==> src/hw/rtl/mced_pkg.sv <==
// Shared types, constants and the Morse code table for the Morse edge timing decoder.
`timescale 1ns / 1ps

package mced_pkg;

    localparam int MAX_SYMBOLS_DEF = 5;

    localparam int CAP_W  = 16;
    localparam int WRAP_W = 8;
    localparam int TICK_W = CAP_W + WRAP_W;
    localparam int CHAR_W = 7;

    localparam logic [TICK_W-1:0] DOT_MIN_RST  = 24'd1875;
    localparam logic [TICK_W-1:0] DASH_MIN_RST = 24'd12500;
    localparam logic [TICK_W-1:0] GAP_MIN_RST  = 24'd25000;

    localparam int CFG_IDX_W = 2;
    localparam logic [CFG_IDX_W-1:0] CFG_DOT_MIN  = 2'd0;
    localparam logic [CFG_IDX_W-1:0] CFG_DASH_MIN = 2'd1;
    localparam logic [CFG_IDX_W-1:0] CFG_GAP_MIN  = 2'd2;

    localparam logic [CHAR_W-1:0] ASCII_SPACE = 7'h20;

    localparam int RQ_DEPTH = 4;
    localparam int RQ_PTR_W = $clog2(RQ_DEPTH);
    localparam int RQ_CNT_W = $clog2(RQ_DEPTH + 1);

    typedef struct packed {
        logic [TICK_W-1:0] dot_min;
        logic [TICK_W-1:0] dash_min;
        logic [TICK_W-1:0] gap_min;
    } t_cfg;

    typedef struct packed {
        logic              char_valid;
        logic [CHAR_W-1:0] char_code;
        logic              dot_lamp;
        logic              dash_lamp;
        logic              last_result;
    } t_result;

    typedef struct packed {
        logic push0;
        logic push1;
    } t_push;

    typedef struct packed {
        logic room2;
    } t_rq_status;

    // Bit i of pat is symbol i of the code, 1 for a dash.
    typedef struct packed {
        logic [2:0]        len;
        logic [4:0]        pat;
        logic [CHAR_W-1:0] ascii;
    } t_morse;

    localparam int MORSE_N = 36;

    localparam t_morse MORSE_TABLE [MORSE_N] = '{
        '{3'd2, 5'b00010, 7'h41}, '{3'd4, 5'b00001, 7'h42}, '{3'd4, 5'b00101, 7'h43},
        '{3'd3, 5'b00001, 7'h44}, '{3'd1, 5'b00000, 7'h45}, '{3'd4, 5'b00100, 7'h46},
        '{3'd3, 5'b00011, 7'h47}, '{3'd4, 5'b00000, 7'h48}, '{3'd2, 5'b00000, 7'h49},
        '{3'd4, 5'b01110, 7'h4A}, '{3'd3, 5'b00101, 7'h4B}, '{3'd4, 5'b00010, 7'h4C},
        '{3'd2, 5'b00011, 7'h4D}, '{3'd2, 5'b00001, 7'h4E}, '{3'd3, 5'b00111, 7'h4F},
        '{3'd4, 5'b00110, 7'h50}, '{3'd4, 5'b01011, 7'h51}, '{3'd3, 5'b00010, 7'h52},
        '{3'd3, 5'b00000, 7'h53}, '{3'd1, 5'b00001, 7'h54}, '{3'd3, 5'b00100, 7'h55},
        '{3'd4, 5'b01000, 7'h56}, '{3'd3, 5'b00110, 7'h57}, '{3'd4, 5'b01001, 7'h58},
        '{3'd4, 5'b01101, 7'h59}, '{3'd4, 5'b00011, 7'h5A},
        '{3'd5, 5'b11110, 7'h31}, '{3'd5, 5'b11100, 7'h32}, '{3'd5, 5'b11000, 7'h33},
        '{3'd5, 5'b10000, 7'h34}, '{3'd5, 5'b00000, 7'h35}, '{3'd5, 5'b00001, 7'h36},
        '{3'd5, 5'b00011, 7'h37}, '{3'd5, 5'b00111, 7'h38}, '{3'd5, 5'b01111, 7'h39},
        '{3'd5, 5'b11111, 7'h30}
    };

endpackage

==> src/hw/rtl/mced_if.sv <==
// Channel interfaces of the Morse edge timing decoder: edge input, result output, config.
`timescale 1ns / 1ps

interface mced_in_if;
    logic                       valid;
    logic                       ready;
    logic [mced_pkg::CAP_W-1:0]  capture_value;
    logic [mced_pkg::WRAP_W-1:0] wraps;

    modport source(output valid, capture_value, wraps, input ready);
    modport sink(input valid, capture_value, wraps, output ready);
endinterface

interface mced_out_if;
    logic                        valid;
    logic                        ready;
    logic                        char_valid;
    logic [mced_pkg::CHAR_W-1:0] char_code;
    logic                        dot_lamp;
    logic                        dash_lamp;
    logic                        last_result;

    modport source(output valid, char_valid, char_code, dot_lamp, dash_lamp, last_result,
                   input ready);
    modport sink(input valid, char_valid, char_code, dot_lamp, dash_lamp, last_result,
                 output ready);
endinterface

interface mced_cfg_if;
    logic                           valid;
    logic                           ready;
    logic [mced_pkg::CFG_IDX_W-1:0] index;
    logic [mced_pkg::TICK_W-1:0]    data;

    modport source(output valid, index, data, input ready);
    modport sink(input valid, index, data, output ready);
endinterface

==> src/hw/rtl/mced_core.sv <==
// Edge register, timing classification, code assembly and table match of the decoder.
`timescale 1ns / 1ps

module mced_core #(
    parameter int MAX_SYMBOLS = mced_pkg::MAX_SYMBOLS_DEF
) (
    input  logic                         i_clk,
    input  logic                         i_rst_n,
    input  mced_pkg::t_cfg               i_cfg,
    input  logic                         i_in_valid,
    output logic                         o_in_ready,
    input  logic [mced_pkg::CAP_W-1:0]   i_capture_value,
    input  logic [mced_pkg::WRAP_W-1:0]  i_wraps,
    input  mced_pkg::t_rq_status         i_rq_status,
    output mced_pkg::t_push              o_push,
    output mced_pkg::t_result            o_res0,
    output mced_pkg::t_result            o_res1
);

    localparam int CNT_W = $clog2(MAX_SYMBOLS + 1);

    logic                          r_in_valid;
    logic [mced_pkg::CAP_W-1:0]    r_cap;
    logic [mced_pkg::WRAP_W-1:0]   r_wraps;

    logic                          r_expect_rising, n_expect_rising;
    logic [mced_pkg::CAP_W-1:0]    r_last_edge, n_last_edge;
    logic [CNT_W-1:0]              r_count, n_count;
    logic [MAX_SYMBOLS-1:0]        r_pattern, n_pattern;
    logic                          r_too_long, n_too_long;

    logic                          advance;
    logic [mced_pkg::TICK_W-1:0]   total;
    logic [mced_pkg::TICK_W-1:0]   last_ext;
    logic [mced_pkg::TICK_W-1:0]   elapsed;
    logic                          nonneg;
    logic                          is_gap;
    logic                          is_dot;
    logic                          is_dash;
    logic [mced_pkg::CHAR_W-1:0]   match_char;

    assign advance    = r_in_valid && i_rq_status.room2;
    assign o_in_ready = !r_in_valid || advance;

    always_ff @(posedge i_clk) begin
        if (!i_rst_n) begin
            r_in_valid <= 1'b0;
        end else if (o_in_ready) begin
            r_in_valid <= i_in_valid;
        end
    end

    always_ff @(posedge i_clk) begin
        if (o_in_ready && i_in_valid) begin
            r_cap   <= i_capture_value;
            r_wraps <= i_wraps;
        end
    end

    // Elapsed time is negative only when there were no wraps and the timer is below the
    // last edge; such an edge counts as neither a symbol nor a gap.
    assign total    = {r_wraps, r_cap};
    assign last_ext = {{mced_pkg::WRAP_W{1'b0}}, r_last_edge};
    assign nonneg   = total >= last_ext;
    assign elapsed  = total - last_ext;
    assign is_gap   = nonneg && (elapsed >= i_cfg.gap_min);
    assign is_dot   = nonneg && (elapsed >= i_cfg.dot_min) && (elapsed < i_cfg.dash_min);
    assign is_dash  = nonneg && (elapsed >= i_cfg.dash_min);

    always_comb begin
        match_char = '0;
        if (!r_too_long && (r_count != '0)) begin
            for (int e = 0; e < mced_pkg::MORSE_N; e++) begin
                if ((r_count == CNT_W'(mced_pkg::MORSE_TABLE[e].len)) &&
                    (r_pattern == MAX_SYMBOLS'(mced_pkg::MORSE_TABLE[e].pat))) begin
                    match_char = match_char | mced_pkg::MORSE_TABLE[e].ascii;
                end
            end
        end
    end

    always_comb begin
        n_expect_rising = r_expect_rising;
        n_last_edge     = r_last_edge;
        n_count         = r_count;
        n_pattern       = r_pattern;
        n_too_long      = r_too_long;
        o_push.push0    = advance;
        o_push.push1    = 1'b0;
        o_res0          = '0;
        o_res1          = '0;
        o_res0.last_result = 1'b1;
        o_res1.last_result = 1'b1;
        o_res1.char_valid  = 1'b1;
        o_res1.char_code   = match_char;

        if (r_expect_rising) begin
            if (is_gap) begin
                o_res0.char_valid  = 1'b1;
                o_res0.char_code   = mced_pkg::ASCII_SPACE;
                o_res0.last_result = (match_char == '0);
                o_push.push1       = advance && (match_char != '0);
            end
        end else begin
            o_res0.dot_lamp  = is_dot;
            o_res0.dash_lamp = is_dash;
        end

        if (advance) begin
            n_expect_rising = !r_expect_rising;
            n_last_edge     = r_cap;
            if (r_expect_rising) begin
                if (is_gap) begin
                    n_count    = '0;
                    n_pattern  = '0;
                    n_too_long = 1'b0;
                end
            end else if (is_dot || is_dash) begin
                if (r_count < CNT_W'(MAX_SYMBOLS)) begin
                    if (is_dash) begin
                        n_pattern = r_pattern | ({{(MAX_SYMBOLS-1){1'b0}}, 1'b1} << r_count);
                    end
                    n_count = r_count + 1'b1;
                end else begin
                    n_too_long = 1'b1;
                end
            end
        end
    end

    always_ff @(posedge i_clk) begin
        if (!i_rst_n) begin
            r_expect_rising <= 1'b1;
            r_last_edge     <= '0;
            r_count         <= '0;
            r_pattern       <= '0;
            r_too_long      <= 1'b0;
        end else begin
            r_expect_rising <= n_expect_rising;
            r_last_edge     <= n_last_edge;
            r_count         <= n_count;
            r_pattern       <= n_pattern;
            r_too_long      <= n_too_long;
        end
    end

endmodule

==> src/hw/rtl/mced_rq.sv <==
// Result queue of the decoder: takes up to two results a cycle, hands out one.
`timescale 1ns / 1ps

module mced_rq (
    input  logic                 i_clk,
    input  logic                 i_rst_n,
    input  mced_pkg::t_push      i_push,
    input  mced_pkg::t_result    i_res0,
    input  mced_pkg::t_result    i_res1,
    output mced_pkg::t_rq_status o_status,
    output logic                 o_valid,
    input  logic                 i_ready,
    output mced_pkg::t_result    o_res
);

    mced_pkg::t_result                 r_mem [mced_pkg::RQ_DEPTH];
    logic [mced_pkg::RQ_PTR_W-1:0]     r_wp, n_wp;
    logic [mced_pkg::RQ_PTR_W-1:0]     r_rp, n_rp;
    logic [mced_pkg::RQ_CNT_W-1:0]     r_count, n_count;
    logic                              pop;

    assign o_valid        = (r_count != '0);
    assign o_res          = r_mem[r_rp];
    assign pop            = o_valid && i_ready;
    assign o_status.room2 = (r_count <= mced_pkg::RQ_CNT_W'(mced_pkg::RQ_DEPTH - 2));

    always_comb begin
        n_wp    = r_wp + mced_pkg::RQ_PTR_W'(i_push.push0) + mced_pkg::RQ_PTR_W'(i_push.push1);
        n_rp    = r_rp + mced_pkg::RQ_PTR_W'(pop);
        n_count = r_count + mced_pkg::RQ_CNT_W'(i_push.push0)
                + mced_pkg::RQ_CNT_W'(i_push.push1) - mced_pkg::RQ_CNT_W'(pop);
    end

    always_ff @(posedge i_clk) begin
        if (i_push.push0) begin
            r_mem[r_wp] <= i_res0;
        end
        if (i_push.push1) begin
            r_mem[mced_pkg::RQ_PTR_W'(r_wp + 1'b1)] <= i_res1;
        end
    end

    always_ff @(posedge i_clk) begin
        if (!i_rst_n) begin
            r_wp    <= '0;
            r_rp    <= '0;
            r_count <= '0;
        end else begin
            r_wp    <= n_wp;
            r_rp    <= n_rp;
            r_count <= n_count;
        end
    end

endmodule

==> src/hw/rtl/morse_edge_timing_decoder.sv <==
// Top level of the Morse edge timing decoder: configuration registers, core and result queue.
//
// Usage: each request on i_in is one key edge, carrying the captured 16-bit timer value and
// the count of timer wraps since the previous edge. Edges alternate between press and
// release, starting with a press after reset. Each edge produces one result on o_out, except
// that a press that ends a letter produces a space and, when the code matches, the letter or
// digit as a second result. last_result marks the final result of an edge.
// i_cfg writes the dot, dash and gap thresholds (index 0, 1, 2); it is always ready, and
// writes to other indexes are dropped. Write it only while no edge is in flight.
// An accepted edge waits in the edge register, where it is classified and matched, and its
// results are written into the result queue, from which o_out offers them.
// Throughput: one edge per cycle while two queue entries are free, set by the single-pass
// classify and match logic between the edge register and the four-entry result queue; an
// edge with two results needs two transfers on the output.
// Reset (synchronous, active low) restores the default thresholds, clears the code, empties
// the result queue and expects a press next.
// When the receiver stalls, results wait in the queue; i_in.ready drops while the edge
// register holds a request and fewer than two queue entries are free, and that request
// waits there until room appears.
`timescale 1ns / 1ps

module morse_edge_timing_decoder #(
    parameter int MAX_SYMBOLS = mced_pkg::MAX_SYMBOLS_DEF
) (
    input  logic              i_clk,
    input  logic              i_rst_n,
    mced_in_if.sink           i_in,
    mced_out_if.source        o_out,
    mced_cfg_if.sink          i_cfg
);

    mced_pkg::t_cfg       r_cfg;
    mced_pkg::t_push      push;
    mced_pkg::t_result    res0;
    mced_pkg::t_result    res1;
    mced_pkg::t_result    out_res;
    mced_pkg::t_rq_status rq_status;

    assign i_cfg.ready = 1'b1;

    always_ff @(posedge i_clk) begin
        if (!i_rst_n) begin
            r_cfg.dot_min  <= mced_pkg::DOT_MIN_RST;
            r_cfg.dash_min <= mced_pkg::DASH_MIN_RST;
            r_cfg.gap_min  <= mced_pkg::GAP_MIN_RST;
        end else if (i_cfg.valid) begin
            unique case (i_cfg.index)
                mced_pkg::CFG_DOT_MIN:  r_cfg.dot_min  <= i_cfg.data;
                mced_pkg::CFG_DASH_MIN: r_cfg.dash_min <= i_cfg.data;
                mced_pkg::CFG_GAP_MIN:  r_cfg.gap_min  <= i_cfg.data;
                default: ;
            endcase
        end
    end

    mced_core #(
        .MAX_SYMBOLS(MAX_SYMBOLS)
    ) u_core (
        .i_clk          (i_clk),
        .i_rst_n        (i_rst_n),
        .i_cfg          (r_cfg),
        .i_in_valid     (i_in.valid),
        .o_in_ready     (i_in.ready),
        .i_capture_value(i_in.capture_value),
        .i_wraps        (i_in.wraps),
        .i_rq_status    (rq_status),
        .o_push         (push),
        .o_res0         (res0),
        .o_res1         (res1)
    );

    mced_rq u_rq (
        .i_clk   (i_clk),
        .i_rst_n (i_rst_n),
        .i_push  (push),
        .i_res0  (res0),
        .i_res1  (res1),
        .o_status(rq_status),
        .o_valid (o_out.valid),
        .i_ready (o_out.ready),
        .o_res   (out_res)
    );

    assign o_out.char_valid  = out_res.char_valid;
    assign o_out.char_code   = out_res.char_code;
    assign o_out.dot_lamp    = out_res.dot_lamp;
    assign o_out.dash_lamp   = out_res.dash_lamp;
    assign o_out.last_result = out_res.last_result;

    // A result that carries no character is always the only one of its edge.
    a_nochar_last: assert property (@(posedge i_clk) disable iff (!i_rst_n)
        (o_out.valid && !o_out.char_valid) |-> o_out.last_result)
        else $error("result without character is not the last of its edge");

    // The first of two results is always the space.
    a_first_space: assert property (@(posedge i_clk) disable iff (!i_rst_n)
        (o_out.valid && !o_out.last_result) |->
            (o_out.char_valid && (o_out.char_code == mced_pkg::ASCII_SPACE)))
        else $error("first of two results is not a space");

    // A press is never both a dot and a dash.
    a_lamps: assert property (@(posedge i_clk) disable iff (!i_rst_n)
        o_out.valid |-> !(o_out.dot_lamp && o_out.dash_lamp))
        else $error("dot and dash lamps lit together");

    // A character result never lights a lamp.
    a_char_dark: assert property (@(posedge i_clk) disable iff (!i_rst_n)
        (o_out.valid && o_out.char_valid) |-> (!o_out.dot_lamp && !o_out.dash_lamp))
        else $error("lamp lit on a character result");

endmodule

==> src/flat_wrapper.sv <==
// flat-port wrapper written by rule: the top's interface ports become plain ports
module morse_edge_timing_decoder_flat 
#(
    parameter int MAX_SYMBOLS = mced_pkg::MAX_SYMBOLS_DEF
)
  (i_clk, i_rst_n, i_in_valid, i_in_capture_value, i_in_wraps, i_in_ready, o_out_valid, o_out_char_valid, o_out_char_code, o_out_dot_lamp, o_out_dash_lamp, o_out_last_result, o_out_ready, i_cfg_valid, i_cfg_index, i_cfg_data, i_cfg_ready);
  mced_in_if i_in_i ();
  mced_out_if o_out_i ();
  mced_cfg_if i_cfg_i ();
  input  logic i_clk;
  input  logic i_rst_n;
  input wire logic [$bits(i_in_i.valid)-1:0] i_in_valid;
  input wire logic [$bits(i_in_i.capture_value)-1:0] i_in_capture_value;
  input wire logic [$bits(i_in_i.wraps)-1:0] i_in_wraps;
  output wire logic [$bits(i_in_i.ready)-1:0] i_in_ready;
  output wire logic [$bits(o_out_i.valid)-1:0] o_out_valid;
  output wire logic [$bits(o_out_i.char_valid)-1:0] o_out_char_valid;
  output wire logic [$bits(o_out_i.char_code)-1:0] o_out_char_code;
  output wire logic [$bits(o_out_i.dot_lamp)-1:0] o_out_dot_lamp;
  output wire logic [$bits(o_out_i.dash_lamp)-1:0] o_out_dash_lamp;
  output wire logic [$bits(o_out_i.last_result)-1:0] o_out_last_result;
  input wire logic [$bits(o_out_i.ready)-1:0] o_out_ready;
  input wire logic [$bits(i_cfg_i.valid)-1:0] i_cfg_valid;
  input wire logic [$bits(i_cfg_i.index)-1:0] i_cfg_index;
  input wire logic [$bits(i_cfg_i.data)-1:0] i_cfg_data;
  output wire logic [$bits(i_cfg_i.ready)-1:0] i_cfg_ready;
  assign i_in_i.valid = i_in_valid;
  assign i_in_i.capture_value = i_in_capture_value;
  assign i_in_i.wraps = i_in_wraps;
  assign i_in_ready = i_in_i.ready;
  assign o_out_valid = o_out_i.valid;
  assign o_out_char_valid = o_out_i.char_valid;
  assign o_out_char_code = o_out_i.char_code;
  assign o_out_dot_lamp = o_out_i.dot_lamp;
  assign o_out_dash_lamp = o_out_i.dash_lamp;
  assign o_out_last_result = o_out_i.last_result;
  assign o_out_i.ready = o_out_ready;
  assign i_cfg_i.valid = i_cfg_valid;
  assign i_cfg_i.index = i_cfg_index;
  assign i_cfg_i.data = i_cfg_data;
  assign i_cfg_ready = i_cfg_i.ready;
  morse_edge_timing_decoder #(.MAX_SYMBOLS(MAX_SYMBOLS)) u_core (.i_clk(i_clk), .i_rst_n(i_rst_n), .i_in(i_in_i), .o_out(o_out_i), .i_cfg(i_cfg_i));
endmodule
==> config.mk <==
export PLATFORM = sky130hd
export DESIGN_NAME = morse_edge_timing_decoder_flat
export DESIGN_NICKNAME = d
export VERILOG_FILES = /design/src/hw/rtl/mced_pkg.sv /design/src/hw/rtl/mced_if.sv /design/src/hw/rtl/mced_core.sv /design/src/hw/rtl/mced_rq.sv /design/src/hw/rtl/morse_edge_timing_decoder.sv /design/src/flat_wrapper.sv
export SDC_FILE = /design/constraint.sdc
export NUM_CORES = 1
export LEC_CHECK = 0
export BUFFER_PORTS_ARGS = -buffer_cell sky130_fd_sc_hd__buf_2
export CORE_MARGIN = 4
export CORE_UTILIZATION = 55
export DETAILED_ROUTE_END_ITERATION = 8
export PLACE_DENSITY = 0.81
export SYNTH_ARGS = -nofsm -noshare
export SYNTH_HDL_FRONTEND = slang
export SYNTH_SLANG_ARGS = --single-unit
==> constraint.sdc <==
create_clock -name i_clk -period 9.6 [get_ports i_clk]
set_input_delay 1.44 -clock i_clk [delete_from_list [all_inputs] [get_ports i_clk]]
set_output_delay 1.44 -clock i_clk [all_outputs]
set_load 0.05 [all_outputs]
==> results of run 1 <==
==> kinds of logic (layout without fill, tap and decap cells) <==
group / after synthesis / in the layout
buffers and inverters: 163 / 213
flip-flops: 174 / 174
AO/OA/AOI/OAI: 263 / 263
AND/OR/NAND/NOR: 407 / 407
multiplexers: 19 / 19
adder cells (fa/ha/maj): 100 / 100
XOR/XNOR: 25 / 25
other: 1 / 1
==> layout make-up <==
class	count	area share
multi-input combinational	815	0.4932
sequential	174	0.3580
clock buffer	17	0.03804
inverter	109	0.03659
timing repair buffer	72	0.03334
tap	229	0.02562
clock inverter	15	0.01522
==> cell usage after synthesis, types with 14 or more instances <==
cell type | n | area [µm²]
a21o_1 | 14 | 105.1
a21oi_1 | 116 | 580.6
clkbuf_1 | 29 | 108.9
dfxtp_1 | 122 | 2442
edfxtp_1 | 52 | 1562
ha_1 | 96 | 1201
inv_1 | 109 | 409.1
nand2_1 | 213 | 799.5
nand3_1 | 17 | 85.08
nand4_1 | 16 | 100.1
nor2_1 | 64 | 240.2
o211ai_1 | 29 | 217.7
o21ai_0 | 29 | 145.1
xnor2_1 | 16 | 140.1
==> power by group through the flow <==
stage                     clock [W]  combinational, W  sequential (W)
final                      0.000693          0.000842        0.000895
after detailed placement          0          0.000824        0.000909
after global routing       0.000728          0.000932        0.000905
after global placement            0          0.000800        0.000906
after floorplan                   0          0.000660        0.000874
after CTS                  0.000703          0.000838        0.000894
==> per-stage QoR <==
step	util	std cells	total power (W)
6_report	0.6162	1431	0.002430
5_1_grt	0.6162	1431	0.002565
4_1_cts	0.6162	1431	0.002436
3_5_place_dp	0.5834	1399	0.001733
3_3_place_gp	0.5834	1399	0.001706
2_1_floorplan	-	1152	0.001534
==> registers in the layout, indices dropped and copies added, names as in the netlist <==
signal	count
u_core.u_core.r_pattern	5
u_core.u_core.r_in_valid	1
u_core.u_rq.r_wp	2
u_core.r_cfg	72
u_core.u_core.r_cap	16
u_core.u_core.r_last_edge	16
u_core.u_core.r_expect_rising	1
u_core.u_rq.r_count	3
u_core.u_rq.r_rp	2
u_core.u_core.r_count	3
u_core.u_core.r_wraps	8
u_core.u_core.r_too_long	1
u_core.u_rq.r_mem	44
==> layer usage <==
metal,part of all wire,wire length (µm),vias up
met5,0,0,-
li1,-,-,4120
met4,0.044,1076,0
met3,0.051,1253,80
met1,0.42,10350,3975
met2,0.49,12040,267
==> path summary, 6_finish.rpt <==
| check | to | depth (start not counted) | from |
|---|---|---|---|
| max | u_core.u_rq.r_count[2] | 25 | u_core.u_core.r_cap[0] |
| min | u_core.r_cfg[69] | 2 | u_core.r_cfg[69] |
| max reg2reg | u_core.u_rq.r_count[2] | 25 | u_core.u_core.r_cap[0] |
| min reg2reg | u_core.r_cfg[69] | 2 | u_core.r_cfg[69] |
==> worst min-delay path, cell delays in order (launching register included) <==
cell and delay [ns]:
dfxtp_1 0.31, nand2_1 0.05, a21oi_1 0.05
==> results.tsv, run 1 <==
stage	metric	value	unit
yosys	adder-cell area share of the yosys netlist	0.1252	
placed_design	Detailed Place HPWL	17410	µm
drt	drt pass-1 iters	5	
yosys	Synth Area per Inst	8.882	µm²
pwr	VDD IR max	0.0001480	V
cells_and_area	commonest non-fill, non-tap cell in the layout	nand2_1	
yosys	Syn Nets	1307	
placed_design	Area after DPL	0.01059	mm²
critical_path	critical path type	flop to flop	
global_route	largest net degree at the start of global routing	79	
critical_path	CP top delay family	compound AO/OA/AOI/OAI gates	
timing	fmax	169.6	MHz
pwr	switching pwr	0.0009004	W
drt	DRC viols	0	
floorplanning	Core Area	0.01815	mm²
yosys	total of warnings raised by yosys	0	
placed_design	Final GP Congestion	0.9300	
floorplanning	Die Y	144.4	µm
critical_path	slowest CP cell	fa_1	
global_route	vias in the first global route	8402	
critical_path	CP required	9.90	ns
floorplanning	initial core utilization	0.5638	
timing	slew margin rel.	0.2430	
yosys	Synth Cell Area	0.01023	mm²
drt	WL final	24720	µm
critical_path	Worst setup EP type	flop	
timing	Min Hold Slack	0.4536	ns
clocking	Hold Buf Count CTS	0	
outcome	status	completed	
clocking	Worst-Skew Late Latency	0.44	ns
timing	crit path time final	5.895	ns
placed_design	dpl ws	3.788	ns
global_route	met1 usage	0.3024	
timing	final setup TNS	0	ns
pwr	Seq pwr share	0.368	
timing	Hold Fails Final Rpt	0	
cells_and_area	nets	1344	
yosys	Async SR Flop Fraction	0	
clocking	TritonCTS Buffers	17	
critical_path	CP peak stage delay	0.41	ns
pwr	combinational power share	0.346	
drt	DR vias/cell	5.899	
critical_path	crit start category	flop	
yosys	Synth Area in Compound Gates	0.1713	
clocking	htree depth	4	
floorplanning	# IOs	69	
clocking	post-CTS setup buffer count	0	
yosys	count of cell types in the netlist	89	
placed_design	Port-buffer cells	67	
floorplanning	# rows	49	
yosys	Seq cells post-synth	174	
clocking	clock slew seen by the registers of the worst setup and hold paths	0.07	ns
cells_and_area	Multi-input gate area	0.005515	mm²
clocking	CTS tree	done	
clocking	# resized after CTS	0	
yosys	Post-Synth XOR/XNOR Area	0.02140	
timing	Final setup viols	0	
clocking	clock sink count	174	
pwr	Leakage	4.338	nW
critical_path	r2r setup slk	3.70	ns
yosys	largest family of logic cells by synthesized area	simple AND/OR/NAND/NOR gates	
global_route	layer with the highest usage	met2	
pwr	Int Power	0.001530	W
yosys	mux cell area share after synthesis	0.03253	
pwr	sw frac	0.3705	
cells_and_area	most frequent cells in the layout	213 x nand2_1, 122 x dfxtp_1, 116 x a21oi_1	
critical_path	worst path bufs/invs	4	
pwr	Clk pwr share	0.285	
yosys	Post-Synth Simple-Gate Area	0.1875	
drt	starting DRC count in detailed routing	571	
global_route	Total GRT Usage	0.2460	
drt	WL/cell	17.28	µm
critical_path	Max FO, Critical Path	14	
yosys	sequential area share after synthesis	0.3913	
critical_path	most frequent CP cell	inv_1	
timing	final max-slew violation count	0	
timing	final worst slack	3.705	ns
global_route	met3 usage	0.04464	
global_route	antenna violations before repair	0	
hold_path	type of the tightest min-delay check	flop to flop	
cells_and_area	# diodes	0	
clocking	CTS Buffer Depth	2	
pwr	PwrDens	217.3	mW/mm²
timing	RSZ-0062 raised after global routing	no	
timing	clock skew	0.01896	ns
timing	Final Cycle Share	0.6141	
global_route	met2 Use GR	0.4119	
clocking	Clk Tree Root Cell	clkbuf_16	
run	MaxCap Viol Count	0	
yosys	Main synth FF type	dfxtp_1	
yosys	Post-Syn Instances	1152	
cells_and_area	area delta synth->final	9.293	%
floorplanning	Die X	144.4	µm
drt	DR vias	8442	
critical_path	Worst Path Arrival	6.19	ns
floorplanning	die area	0.02085	mm²
yosys	EDFF count, synth	52	
drt	Post-DRT Antenna Nets	0	
timing	worst-margin pin slew	1.135	ns
cells_and_area	Filler cells	1534	
cells_and_area	fin area	0.01118	mm²
global_route	global-route wire length before repair	40780	µm
cells_and_area	fraction of layout cells with a size suffix above 1	0.1306	
global_route	grt total ovfl	0	
cells_and_area	Reg area	0.004004	mm²
No activity file was read; power rests on OpenSTA's default activity.
==> inputs of run 2 (changes only) <==
--- a/config.mk
+++ b/config.mk
@@ -5,6 +5,7 @@
 export SDC_FILE = /design/constraint.sdc
 export NUM_CORES = 1
 export LEC_CHECK = 0
+export ABC_AREA = 1
 export BUFFER_PORTS_ARGS = -buffer_cell sky130_fd_sc_hd__buf_2
 export CORE_MARGIN = 4
 export CORE_UTILIZATION = 55
==> constraint.sdc (replaced) <==
create_clock -name i_clk -period 5.64 [get_ports i_clk]
set_input_delay 0.846 -clock i_clk [delete_from_list [all_inputs] [get_ports i_clk]]
set_output_delay 0.846 -clock i_clk [all_outputs]
set_load 0.05 [all_outputs]
==> results.tsv, run 2 <==
stage	metric	value	unit	change
yosys	Main synth FF type	dfxtp_1		
global_route	Total GRT Usage	0.2390		-0.007007
cells_and_area	# diodes	0		unchanged
placed_design	Detailed Place HPWL	17660	µm	+1.4%
critical_path	Max FO, Critical Path	4		-10
floorplanning	Die Y	143.3	µm	-0.75%
critical_path	worst path bufs/invs	3		-1
drt	WL/cell	14.70	µm	-15%
cells_and_area	area delta synth->final	10.96	%	
clocking	CTS Buffer Depth	2		unchanged
yosys	Synth area leaders	dfxtp_1 24%, edfxtp_1 16%, ha_1 12%		
cells_and_area	most frequent cells in the layout	248 x nand2_1, 200 x inv_1, 128 x nor2_1		
yosys	EDFF count, synth	52		unchanged
timing	clock skew	0.01179	ns	-0.007167 ns
drt	DR vias/cell	5.401		-8.5%
critical_path	critical path type	flop to flop		
timing	final worst slack	0.4683	ns	-3.237 ns
timing	crit path time final	5.172	ns	-0.7233 ns
drt	Post-DRT Antenna Nets	0		unchanged
global_route	grt total ovfl	0		unchanged
clocking	clock sink count	174		unchanged
drt	WL final	23690	µm	-4.2%
critical_path	CP top delay family	adder cells		
critical_path	Worst setup EP type	flop		
yosys	Syn Nets	1475		+13%
yosys	top-count cell post-synth	nand2_1		
yosys	Synth area leader	dfxtp_1		
timing	Final setup viols	0		unchanged
clocking	CTS tree	done		
clocking	clock slew seen by the registers of the worst setup and hold paths	0.07	ns	about the same
cells_and_area	fraction of layout cells with a size suffix above 1	0.1012		-0.02939
floorplanning	# IOs	69		unchanged
yosys	Yosys top cell area share	0.2425		+0.003825
floorplanning	# rows	49		unchanged
timing	RSZ-0062 raised after global routing	no		
critical_path	CP required	6.01	ns	-3.89 ns
cells_and_area	Layout Utilization	0.6221		+0.005822
drt	DR vias	8706		+3.1%
global_route	largest net degree at the start of global routing	54		-32%
run	MaxCap Viol Count	0		unchanged
placed_design	placed cells	1580		+13%
timing	Hold Fails Final Rpt	0		unchanged
clocking	htree depth	4		unchanged
drt	starting DRC count in detailed routing	620		+8.6%
placed_design	dpl ws	0.5743	ns	-3.213 ns
clocking	Hold Buf Count CTS	0		unchanged
placed_design	Final GP Congestion	0.9719		+4.5%
clocking	Clk Tree Root Cell	clkbuf_16		
timing	fmax	193.4	MHz	+14%
yosys	Seq cells post-synth	174		unchanged
floorplanning	die area	0.02054	mm²	-1.5%
critical_path	Worst Path Arrival	5.54	ns	-0.65 ns
yosys	Synth Cell Area	0.01007	mm²	-1.6%
yosys	count of cell types in the netlist	47		-47%
timing	final max-slew violation count	0		unchanged
yosys	Post-Syn Instances	1320		+15%
yosys	Post-synth top cells	248 x nand2_1, 200 x inv_1, 128 x nor2_1		
pwr	Leakage	5.186	nW	+20%
global_route	vias in the first global route	8478		+0.90%
critical_path	CP peak stage delay	0.40	ns	about the same
drt	DRC viols	0		unchanged
pwr	PwrDens	413.4	mW/mm²	+90%
cells_and_area	commonest non-fill, non-tap cell in the layout	nand2_1		
yosys	total of warnings raised by yosys	0		unchanged
pwr	VDD IR max	0.0003580	V	+140%
outcome	status	completed		
hold_path	type of the tightest min-delay check	flop to flop		
global_route	global-route wire length before repair	39700	µm	-2.7%
critical_path	crit start category	flop		
clocking	Worst-Skew Late Latency	0.44	ns	about the same
floorplanning	initial core utilization	0.5606		-0.003212
floorplanning	Die X	143.3	µm	-0.75%
cells_and_area	Top reg by flops	u_core.r_cfg		
drt	drt pass-1 iters	5		unchanged
cells_and_area	Regs by FF count	u_core.r_cfg (72), u_core.u_rq.r_mem (44)		
timing	final setup TNS	0	ns	unchanged
yosys	Synth Area per Inst	7.629	µm²	-14%
critical_path	most frequent CP cell	nand2_1		
cells_and_area	max reg flops	72		unchanged
global_route	antenna violations before repair	0		unchanged
timing	slew margin rel.	0.3275		+0.08451
yosys	sequential area share after synthesis	0.3976		+0.006271
timing	worst-margin pin slew	1.001	ns	-0.1345 ns
floorplanning	Core Area	0.01796	mm²	-1.0%
cells_and_area	nets	1525		+13%
yosys	Async SR Flop Fraction	0		unchanged
cells_and_area	Non-Filler Instances	1612		+13%
placed_design	Port-buffer cells	67		unchanged
critical_path	slowest CP cell	fa_1		
clocking	TritonCTS Buffers	17		unchanged
timing	Final Cycle Share	0.9170		+0.3029
-- run 2: changes by cell type in the layout (fill, tap and decap cells not counted), sizes merged, moves of 12 or more --
cell,change
inv,+105
o21ai,+92
nor2,+67
nand2,+38
nand3,+31
a21o,-12
and2,-12
o211ai,-12
-- run 2: tightest hold or removal path, delay by kind of cell, from the launching register on --
kind | cells | cell delay (ns)
AO/OA/AOI/OAI | 1 | 0.05
buffers and inverters | 1 | 0.06
flip-flops | 1 | 0.30
-- run 2: cell families after synthesis --
logic type | count (synthesis) | synth area share
simple gates | 471 | 0.1967
compound gates | 298 | 0.1606
buf+inv | 252 | 0.09666
flops | 174 | 0.3976
fa+ha+maj | 100 | 0.1272
xor+xnor | 24 | 0.02087
other cells | 1 | 0.0003724
-- run 2: path summary, 6_finish.rpt --
path,from,endpoint,slack (ns),cells past startpoint
worst max-delay path,u_core.u_core.r_cap[0],u_core.u_rq.r_count[2],0.47,28
worst min-delay path,u_core.u_core.r_last_edge[9],u_core.u_core.r_last_edge[9],0.46,2
worst max register to register,u_core.u_core.r_cap[0],u_core.u_rq.r_count[2],0.47,28
worst min register to register,u_core.u_core.r_last_edge[9],u_core.u_core.r_last_edge[9],0.46,2
-- run 2: what timing repair did --
action	4_1_cts	5_1_grt
resized for setup	0	2
setup buffers	0	0
endpoints found under the setup margin	0	1
-- run 2: metal layers --
layer | vias up | global-route usage | wire length (µm)
met5 | - | 0 | 0
met4 | 0 | 0.1006 | 594
met3 | 49 | 0.04692 | 1296
met2 | 265 | 0.3969 | 11220
met1 | 3954 | 0.3059 | 10580
li1 | 4438 | - | -
-- run 2: power breakdown --
part / switching, W / internal (W)
logic: 0.00124 / 0.000616
registers: 0.000103 / 0.00145
clock network: 0.000571 / 0.000642
-- run 2: layout make-up --
type / count / area, µm²
Timing Repair Buffer: 71 / 365.4
Tap cell: 229 / 286.5
Multi-Input combinational cell: 894 / 5112
Clock inverter: 15 / 185.2
Sequential cell: 174 / 4004
Fill cell: 1557 / 6789
Inverter: 212 / 795.8
Clock buffer: 17 / 425.4
-- run 2: metrics by stage --
stage               hold WS, ns  total power, W  area (µm²)
floorplan                0.4304        0.002952       10070
global placement         0.4398        0.003331       10560
detailed placement       0.4501        0.003398       10560
CTS                      0.4605        0.004622       11170
global route             0.4722        0.004957       11170
finish                   0.4596        0.004620       11170
